===== src/life_generation_row_stream_unit_assert.svh =====
// ---------------------------------------------------------------------------
// Assertion macros for the life generation row stream unit
// Concurrent checks on clk, disabled while rst_n is low; empty when SYNTH.
// ---------------------------------------------------------------------------
`ifndef LIFE_GENERATION_ROW_STREAM_UNIT_ASSERT_SVH
`define LIFE_GENERATION_ROW_STREAM_UNIT_ASSERT_SVH

`ifndef SYNTH
// property that must hold at every edge
`define LGR_ASSERT(lbl, prop, msg) \
  lbl: assert property (@(posedge clk) disable iff (!rst_n) (prop)) else $error(msg);
// non-overlapping implication from antecedent to consequent
`define LGR_ASSERT_NEXT(lbl, ante, cons, msg) \
  lbl: assert property (@(posedge clk) disable iff (!rst_n) (ante) |=> (cons)) \
    else $error(msg);
`else
`define LGR_ASSERT(lbl, prop, msg)
`define LGR_ASSERT_NEXT(lbl, ante, cons, msg)
`endif

`endif


===== src/lgr_pkg.sv =====
// ---------------------------------------------------------------------------
// lgr_pkg
// Shared constants, types and the B3/S23 rule for the row stream unit.
// ---------------------------------------------------------------------------
package lgr_pkg;

  localparam int LGR_MAX_WIDTH  = 64;  // columns built, 3..64
  localparam int LGR_DATA_W     = 64;  // row field width
  localparam int LGR_WIDTH_W    = 7;   // grid_width register
  localparam int LGR_FIFO_DEPTH = 4;   // power of two, at least 2
  localparam int LGR_PTR_W      = $clog2(LGR_FIFO_DEPTH);
  localparam int LGR_CNT_W      = LGR_PTR_W + 1;
  localparam int LGR_ENTRY_W    = LGR_DATA_W + 1;  // next_cells, last_of_frame

  // one column's view as seen by its neighbors
  typedef struct packed {
    logic row;     // incoming row bit, masked
    logic upper;   // stored upper row bit
    logic middle;  // stored middle row bit
  } lgr_col_t;

  // per-word control shared by every cell
  typedef struct packed {
    logic accept;
    logic holding;
    logic last;
  } lgr_cell_ctrl_t;

  // output queue status
  typedef struct packed {
    logic [LGR_CNT_W-1:0] count;
    logic                 room2;  // two free slots
  } lgr_fifo_stat_t;

  function automatic logic lgr_rule(input logic [3:0] cnt, input logic alive);
    return (cnt == 4'd3) || ((cnt == 4'd2) && alive);
  endfunction

endpackage


===== src/lgr_cell.sv =====
// ---------------------------------------------------------------------------
// lgr_cell
// One column: holds its upper/middle row bits and evaluates both results.
// ---------------------------------------------------------------------------
module lgr_cell
  import lgr_pkg::*;
(
  input  logic           clk,
  input  logic           rst_n,
  input  lgr_cell_ctrl_t ctrl,
  input  logic           mask,
  input  logic           row_in,
  input  lgr_col_t       west,
  input  lgr_col_t       east,
  output lgr_col_t       own,
  output logic           res_mid,  // next state of stored middle row
  output logic           res_new   // next state of incoming row, nothing below
);

  logic upper_r, upper_nxt;
  logic middle_r, middle_nxt;
  logic row_m;
  logic [3:0] cnt_mid, cnt_new;
  logic ab_w, ab_c, ab_e;

  assign row_m = row_in & mask;
  assign own   = '{row: row_m, upper: upper_r, middle: middle_r};

  // middle row sees stored upper above and incoming row below
  assign cnt_mid = 4'(west.upper) + 4'(upper_r) + 4'(east.upper)
                 + 4'(west.middle) + 4'(east.middle)
                 + 4'(west.row) + 4'(row_m) + 4'(east.row);
  assign res_mid = lgr_rule(cnt_mid, middle_r) & mask;

  // incoming row sees the stored middle above (if held) and dead below
  assign ab_w = west.middle & ctrl.holding;
  assign ab_c = middle_r & ctrl.holding;
  assign ab_e = east.middle & ctrl.holding;
  assign cnt_new = 4'(ab_w) + 4'(ab_c) + 4'(ab_e) + 4'(west.row) + 4'(east.row);
  assign res_new = lgr_rule(cnt_new, row_m) & mask;

  always_comb begin
    upper_nxt  = upper_r;
    middle_nxt = middle_r;
    if (ctrl.accept) begin
      if (ctrl.last) begin
        upper_nxt  = 1'b0;
        middle_nxt = 1'b0;
      end else begin
        upper_nxt  = ctrl.holding & middle_r;
        middle_nxt = row_m;
      end
    end
  end

  always_ff @(posedge clk) begin
    if (!rst_n) begin
      upper_r  <= 1'b0;
      middle_r <= 1'b0;
    end else begin
      upper_r  <= upper_nxt;
      middle_r <= middle_nxt;
    end
  end

endmodule


===== src/lgr_out_fifo.sv =====
// ---------------------------------------------------------------------------
// lgr_out_fifo
// Small result queue; takes up to two words per cycle, drains one on rd_ready.
// ---------------------------------------------------------------------------
module lgr_out_fifo
  import lgr_pkg::*;
(
  input  logic                   clk,
  input  logic                   rst_n,
  input  logic                   wr0_en,
  input  logic [LGR_ENTRY_W-1:0] wr0_data,
  input  logic                   wr1_en,   // only with wr0_en
  input  logic [LGR_ENTRY_W-1:0] wr1_data,
  input  logic                   rd_ready,
  output logic                   rd_valid,
  output logic [LGR_ENTRY_W-1:0] rd_data,
  output lgr_fifo_stat_t         stat
);

  logic [LGR_ENTRY_W-1:0] mem_r [LGR_FIFO_DEPTH];
  logic [LGR_PTR_W-1:0]   wr_ptr_r, wr_ptr_nxt;
  logic [LGR_PTR_W-1:0]   rd_ptr_r, rd_ptr_nxt;
  logic [LGR_CNT_W-1:0]   count_r, count_nxt;
  logic [LGR_PTR_W-1:0]   wr_ptr_p1;
  logic [LGR_CNT_W-1:0]   n_wr;
  logic                   pop;

  assign rd_valid  = (count_r != '0);
  assign rd_data   = mem_r[rd_ptr_r];
  assign pop       = rd_valid & rd_ready;
  assign wr_ptr_p1 = wr_ptr_r + LGR_PTR_W'(1);
  assign n_wr      = LGR_CNT_W'(wr0_en) + LGR_CNT_W'(wr1_en);

  assign stat.count = count_r;
  assign stat.room2 = (count_r <= LGR_CNT_W'(LGR_FIFO_DEPTH - 2));

  always_comb begin
    wr_ptr_nxt = wr_ptr_r + LGR_PTR_W'(n_wr);
    rd_ptr_nxt = rd_ptr_r + LGR_PTR_W'(pop);
    count_nxt  = count_r + n_wr - LGR_CNT_W'(pop);
  end

  always_ff @(posedge clk) begin
    if (!rst_n) begin
      wr_ptr_r <= '0;
      rd_ptr_r <= '0;
      count_r  <= '0;
    end else begin
      wr_ptr_r <= wr_ptr_nxt;
      rd_ptr_r <= rd_ptr_nxt;
      count_r  <= count_nxt;
    end
  end

  // payload, no reset
  always_ff @(posedge clk) begin
    if (wr0_en) begin
      mem_r[wr_ptr_r] <= wr0_data;
    end
    if (wr1_en) begin
      mem_r[wr_ptr_p1] <= wr1_data;
    end
  end

endmodule


===== src/life_generation_row_stream_unit.sv =====
// ---------------------------------------------------------------------------
// life_generation_row_stream_unit
// One B3/S23 generation over a grid streamed one row per word.
// ---------------------------------------------------------------------------
//
//  channel  | dir | handshake             | payload
//  ---------+-----+-----------------------+-----------------------------------
//  in       | in  | in_tvalid/in_tready   | tdata row_cells, tlast last_row
//  out      | out | out_tvalid/out_tready | tdata next_cells, tlast last_of_frame
//  cfg      | in  | cfg_we                | cfg_wdata grid_width
//
//  One row word is taken per cycle while in_tready is high; its result word
//  can leave the cycle after the row below it is taken. A bottom row writes
//  its own result too; after a held row it writes two queue words at once.
//  in_tready comes from the output queue alone: low when fewer than two of its
//  four slots are free. A stalled out side fills the queue, nothing more.
//  Reset (rst_n low, synchronous) empties the queue, clears held rows, width 64.
//
module life_generation_row_stream_unit
  import lgr_pkg::*;
(
  input  logic                   clk,
  input  logic                   rst_n,
  // input rows
  input  logic                   in_tvalid,
  output logic                   in_tready,
  input  logic [LGR_DATA_W-1:0]  in_tdata,   // [63:0] row_cells
  input  logic                   in_tlast,   // last_row
  // result rows
  output logic                   out_tvalid,
  input  logic                   out_tready,
  output logic [LGR_DATA_W-1:0]  out_tdata,  // [63:0] next_cells
  output logic                   out_tlast,  // last_of_frame
  // configuration
  input  logic                   cfg_we,
  input  logic [LGR_WIDTH_W-1:0] cfg_wdata   // grid_width
);

`include "life_generation_row_stream_unit_assert.svh"

  // -------------------------------------------------------------------------
  // Control state
  // -------------------------------------------------------------------------
  logic [LGR_WIDTH_W-1:0] width_r, width_nxt;
  logic                   holding_r, holding_nxt;
  logic                   accept;
  lgr_cell_ctrl_t         ctrl;
  lgr_fifo_stat_t         fstat;

  assign accept = in_tvalid & in_tready;
  assign ctrl   = '{accept: accept, holding: holding_r, last: in_tlast};

  always_comb begin
    width_nxt   = cfg_we ? cfg_wdata : width_r;
    holding_nxt = holding_r;
    if (accept) begin
      holding_nxt = ~in_tlast;  // a bottom row ends the frame
    end
  end

  always_ff @(posedge clk) begin
    if (!rst_n) begin
      width_r   <= LGR_WIDTH_W'(64);
      holding_r <= 1'b0;
    end else begin
      width_r   <= width_nxt;
      holding_r <= holding_nxt;
    end
  end

  // -------------------------------------------------------------------------
  // Row of cells, one per column; each reads its two neighbors' bits
  // -------------------------------------------------------------------------
  lgr_col_t               col  [LGR_MAX_WIDTH];
  lgr_col_t               west [LGR_MAX_WIDTH];
  lgr_col_t               east [LGR_MAX_WIDTH];
  logic [LGR_MAX_WIDTH-1:0] mask;
  logic [LGR_MAX_WIDTH-1:0] res_mid, res_new;

  for (genvar j = 0; j < LGR_MAX_WIDTH; j++) begin : g_col
    // column in use when j < grid_width
    assign mask[j] = (width_r > LGR_WIDTH_W'(j));

    if (j == 0) begin : g_w_edge
      assign west[j] = '0;  // left of column 0 is dead
    end else begin : g_w
      assign west[j] = col[j-1];
    end

    if (j == LGR_MAX_WIDTH - 1) begin : g_e_edge
      assign east[j] = '0;  // right of the last built column is dead
    end else begin : g_e
      assign east[j] = col[j+1];
    end

    lgr_cell u_cell (
      .clk     (clk),
      .rst_n   (rst_n),
      .ctrl    (ctrl),
      .mask    (mask[j]),
      .row_in  (in_tdata[j]),
      .west    (west[j]),
      .east    (east[j]),
      .own     (col[j]),
      .res_mid (res_mid[j]),
      .res_new (res_new[j])
    );
  end

  // -------------------------------------------------------------------------
  // Result words: held middle row first, then the bottom row's own result
  // -------------------------------------------------------------------------
  logic [LGR_DATA_W-1:0]  mid_word, new_word;
  logic                   wr0_en, wr1_en;
  logic [LGR_ENTRY_W-1:0] wr0_data, wr1_data;
  logic [LGR_ENTRY_W-1:0] rd_data;

  always_comb begin
    mid_word = '0;
    new_word = '0;
    mid_word[LGR_MAX_WIDTH-1:0] = res_mid;
    new_word[LGR_MAX_WIDTH-1:0] = res_new;
  end

  assign wr0_en   = accept & (holding_r | in_tlast);
  assign wr1_en   = accept & holding_r & in_tlast;
  assign wr0_data = holding_r ? {1'b0, mid_word} : {1'b1, new_word};
  assign wr1_data = {1'b1, new_word};

  lgr_out_fifo u_fifo (
    .clk      (clk),
    .rst_n    (rst_n),
    .wr0_en   (wr0_en),
    .wr0_data (wr0_data),
    .wr1_en   (wr1_en),
    .wr1_data (wr1_data),
    .rd_ready (out_tready),
    .rd_valid (out_tvalid),
    .rd_data  (rd_data),
    .stat     (fstat)
  );

  assign in_tready = fstat.room2;
  assign out_tdata = rd_data[LGR_DATA_W-1:0];
  assign out_tlast = rd_data[LGR_DATA_W];

  // -------------------------------------------------------------------------
  // Assertions
  // -------------------------------------------------------------------------
  `LGR_ASSERT(a_fifo_bound, fstat.count <= LGR_CNT_W'(LGR_FIFO_DEPTH), "queue overflow")
  `LGR_ASSERT(a_ready_room, !in_tready || fstat.count <= LGR_CNT_W'(LGR_FIFO_DEPTH - 2), "no room")
  `LGR_ASSERT(a_valid_count, out_tvalid == (fstat.count != '0), "valid vs queue fill")
  `LGR_ASSERT_NEXT(a_last_clears, accept && in_tlast, !holding_r && out_tvalid, "no flush")

endmodule

===== config.mk =====
export PLATFORM = sky130hd
export DESIGN_NAME = life_generation_row_stream_unit
export DESIGN_NICKNAME = d
export VERILOG_FILES = /design/src/lgr_pkg.sv /design/src/lgr_cell.sv /design/src/lgr_out_fifo.sv /design/src/life_generation_row_stream_unit.sv
export VERILOG_INCLUDE_DIRS = /design/src /design/src/src
export SDC_FILE = /design/constraint.sdc
export NUM_CORES = 2
export LEC_CHECK = 0
export ABC_CLOCK_PERIOD_IN_PS = 6700
export BUFFER_PORTS_ARGS = -buffer_cell sky130_fd_sc_hd__clkbuf_2
export CAP_MARGIN = 15
export CORE_MARGIN = 8
export CORE_UTILIZATION = 45
export CTS_CLUSTER_DIAMETER = 150
export DETAILED_ROUTE_END_ITERATION = 8
export GPL_TIMING_DRIVEN = 0
export RECOVER_POWER = 50
export REMOVE_ABC_BUFFERS = 1
export SYNTH_ARGS = -nofsm -noshare
export SYNTH_HDL_FRONTEND = slang
export SYNTH_SLANG_ARGS = --single-unit

===== constraint.sdc =====
create_clock -name clk -period 6.7 [get_ports clk]
set_input_delay 1.34 -clock clk [delete_from_list [all_inputs] [get_ports clk]]
set_output_delay 1.34 -clock clk [all_outputs]
set_load 0.01 [all_outputs]

==> flow_metrics.py <==
metrics = {
    "worst_hold_path": {
        "worst_hold_path.num_cells": 1,
        "hold_wc_path_type": "reg -> reg",
        "min-delay-start": "u_fifo.mem_r[1][64]$_SDFFE_PP1P_",
        "whs_endpoint": "u_fifo.mem_r[1][64]$_SDFFE_PP1P_",
    },
    "routing": {
        "drt_iter0_drc": 2319,
        "drt-total-wl_um": 109000,
        "drt_first_pass_iters": 6,
        "routed-via-count": 26697,
        "route.detailed.wl_per_inst_um": 23.5,
        "vias_per_cell": 5.74,
        "antenna_violating_nets_post_route": 0,
        "drt_drc_violations_left": 0,
    },
    "layout": {
        "design.final.nets": 4334,
        "multi_input_area_um2": 22000,
        "design_area_um2": 39700,
        "finish.utilization_pct": 50.2,
        "layout-drive-gt1-share_pct": 8.85,
        "layout.area.seq_um2": 10600,
        "filler_cell_count": 7214,
        "syn2layout_area_growth_pct": 10.3,
    },
    "placed_design": {
        "dpl_worst_slack_ns": 0.265,
        "gp_routability_congestion": 0.848,
        "portBuffers": 143,
        "post_dp_cell_area_um2": 38200,
        "dp_hpwl_um": 77000,
    },
    "outcome": {
        "failing_checks": "capacitance limit, slew limit",
        "status": "finished with violations",
    },
    "cts": {
        "htree_num_levels": 2,
        "clock_latency_ns": 0.61,
        "tritoncts.num_buffers": 50,
        "cts_post_setup_buffers_inserted": 0,
        "cts.root.buffer_cell": "clkbuf_16",
        "ctsHoldBuffers": 0,
        "clk_pin_slew_worst_paths_ns": 0.06,
        "cts.repair.resized": 0,
        "cts_max_path_buffers": 3,
        "number_of_sinks_driven_by_the_clock_tree": 403,
        "tritoncts": "yes",
    },
    "logic_synthesis": {
        "yosys_warnings": 0,
        "synth_enable_flop_cells": 256,
        "ys_seq_area_share_pct": 29.6,
        "ys_ff_latch": 403,
        "netlist-cell-type-count": 90,
        "synth_async_reset_ratio_pct": 0,
        "ys_dominant_reg_cell": "edfxtp_1",
        "syn_avg_cell_area_um2": 10.3,
        "synth_area_um2": 35900,
        "synthesis.instances": 3474,
    },
    "worst_setup_path": {
        "worst-path-max-fanout": 21,
        "critical_path_class": "reg -> reg",
        "worstPathBufferInverterCount": 1,
        "timing.reg2reg.worst_path_depth": 13,
        "arrival_ns": 6.86,
        "cpPeakStageDelay_ns": 1.10,
        "endpoint_kind": "flop",
        "critical_path.startpoint_type": "flop",
        "critical-path-top-cell-by-count": "fa_1",
        "critPathSlowestCell": "dfxtp_1",
        "critical_path.top_delay_family": "compound AO/OA/AOI/OAI gates",
        "worst-r2r-setup-slack_ns": 0.27,
        "r2r-end": "u_fifo.mem_r[2][27]$_DFFE_PP_",
        "critical_path_data_required_time_ns": 7.12,
        "cp.depth": 13,
        "timing.critical_path.cells": "a21oi_1, buf_4, o21ai_0, nand2_1, fa_1, fa_1, fa_1, fa_1, nand2b_1, o31a_1, a2111oi_0, o21ai_1, o22ai_1",
        "crit-reg2reg-launch": "width_r[1]$_SDFFE_PN0P_",
    },
    "floorplan": {
        "boundaryPins": 144,
        "die_width_um": 299,
        "std_cell_rows": 103,
        "floorplan.initialDensity_pct": 45.5,
        "die_y_um": 299,
        "floorplan.die_area_um2": 89200,
        "core_region_area_um2": 79000,
    },
    "power_and_ir_drop": {
        "power_leakage_nw": 16.8,
        "ir_drop_mv": 0.217,
        "p_seq_share_pct": 34.1,
        "intPower_mw": 5.58,
        "switching_power_mw": 3.22,
        "clock_network_power_share_pct": 32.1,
        "power.density_nw_per_um2": 222,
        "power.switching_fraction_pct": 36.6,
        "combinational_power_share_pct": 33.8,
    },
    "global_route": {
        "grt_first_pass_wirelength_um": 167000,
        "globalRouteTotalUtil_pct": 24.4,
        "grt_max_degree": 104,
        "grt_total_ovfl": 0,
        "via_count_of_the_first_global_routing_pass": 27229,
        "antenna_found_initial": 8,
    },
    "sta": {
        "layout_worst_path_cycle_share_pct": 96.0,
        "skew_ns": 0.0286,
        "slew_headroom_pct": -59.1,
        "finalWorstPathRequiredPeriod_ns": 6.43,
        "setup-violations-final": 0,
        "setup_ws_ns": 0.265,
        "rsz_0062_raised_after_global_routing": "no",
        "hold_viol_final": 0,
        "max_slew.worst_pin.slew_ns": 2.37,
        "max_freq_ghz": 0.155,
        "final-max-slew-violation-count": 331,
    },
    "flow_run": {
        "cap_violations": 11,
    },
}
## synthesized netlist by cell type, types with 37 or more instances
library cell	count	area (µm²)
edfxtp_1	256	7690
mux4_2	65	1460
nor2_1	188	706
o22ai_1	190	1190
inv_1	717	2690
dfxtp_1	147	2940
o2111ai_1	40	350
nand2b_1	50	313
nor2b_1	163	1020
nand2_1	123	462
a21oi_1	37	185
clkbuf_1	79	297
ha_1	324	4050
fa_1	379	7590
and2_1	43	269
o21ai_0	85	425
nand3_1	37	185
buf_2	53	265
a22oi_1	98	736
## cells by family (layout without fill, tap and decap cells)
kind of cell,after synthesis,in the layout,synth area share [%]
buf+inv,875,996,9.50
simple gates,713,713,10.5
fa+ha+maj,703,703,32.4
compound gates,687,687,13.2
flops,403,403,29.6
mux,86,86,4.68
xor+xnor,7,7,0.171
other cells,0,3,0
## how the worst max path moves through the flow
stage	slack [ns]	end	start
6_report	0.27	u_fifo.mem_r[2][27]$_DFFE_PP_	width_r[1]$_SDFFE_PN0P_
5_1_grt	0.08	u_fifo.mem_r[3][27]$_DFFE_PP_	width_r[1]$_SDFFE_PN0P_
4_1_cts	0.18	u_fifo.mem_r[3][27]$_DFFE_PP_	width_r[2]$_SDFFE_PN0P_
3_5_place_dp	0.26	u_fifo.mem_r[3][27]$_DFFE_PP_	width_r[2]$_SDFFE_PN0P_
3_3_place_gp	-5.15	g_col[8].u_cell.upper_r$_SDFFE_PN0P_	in_tvalid
2_1_floorplan	0.95	g_col[0].u_cell.upper_r$_SDFFE_PN0P_	in_tvalid
## cells in the final DEF, fill, tap and decap left out, types with 98 or more instances in the layout
cell type | synthesis | routed
nand2_1 | 123 | 118
dfxtp_1 | 147 | 142
edfxtp_1 | 256 | 256
a22oi_1 | 98 | 98
o22ai_1 | 190 | 190
inv_1 | 717 | 717
ha_1 | 324 | 324
nor2_1 | 188 | 187
nor2b_1 | 163 | 163
fa_1 | 379 | 379
## per-layer routing
| layer | part of all wire (%) | track usage [%] | up-vias |
|---|---|---|---|
| li1 | - | - | 12114 |
| met1 | 42 | 33.0 | 13299 |
| met2 | 45 | 38.4 | 1043 |
| met3 | 8.4 | 4.91 | 223 |
| met4 | 4.2 | 9.36 | 18 |
| met5 | 0.14 | 0.703 | - |
## power groups by stage
stage / combinational (mW) / sequential (mW) / clock [mW]
6_report: 2.97 / 3.00 / 2.82
5_1_grt: 3.28 / 3.02 / 2.94
4_1_cts: 3.03 / 3.00 / 2.85
3_5_place_dp: 3.02 / 3.05 / 0
3_3_place_gp: 2.76 / 3.18 / 0
2_1_floorplan: 1.79 / 3.04 / 0
## state kept, by name, indices dropped and copies added (netlist names)
name,flops
u_fifo.mem_r,260
g_col.u_cell.middle_r,64
g_col.u_cell.upper_r,64
width_r,7
u_fifo.count_r,3
u_fifo.rd_ptr_r,2
u_fifo.wr_ptr_r,2
holding_r,1
## area by class of cell
class	instances	share of cell area, %
multi-input cells	2196	55.4
clock inverters	28	0.776
clock buffers	65	3.43
inverters	720	6.83
flip-flops and latches	403	26.8
diodes	3	0.0189
repair buffers	183	3.43
well taps	1050	3.31
## stage by stage
| stage | setup TNS (ns) | power (mW) | hold slack [ns] | instances |
|---|---|---|---|---|
| 2_1_floorplan | 0 | 4.82 | 0.442 | 3319 |
| 3_3_place_gp | -1728.33 | 5.94 | 0.459 | 4512 |
| 3_5_place_dp | 0 | 6.07 | 0.462 | 4547 |
| 4_1_cts | 0 | 8.88 | 0.476 | 4640 |
| 5_1_grt | 0 | 9.24 | 0.499 | 4645 |
| 6_report | 0 | 8.79 | 0.479 | 4648 |
(Power assumes the default switching activity.)
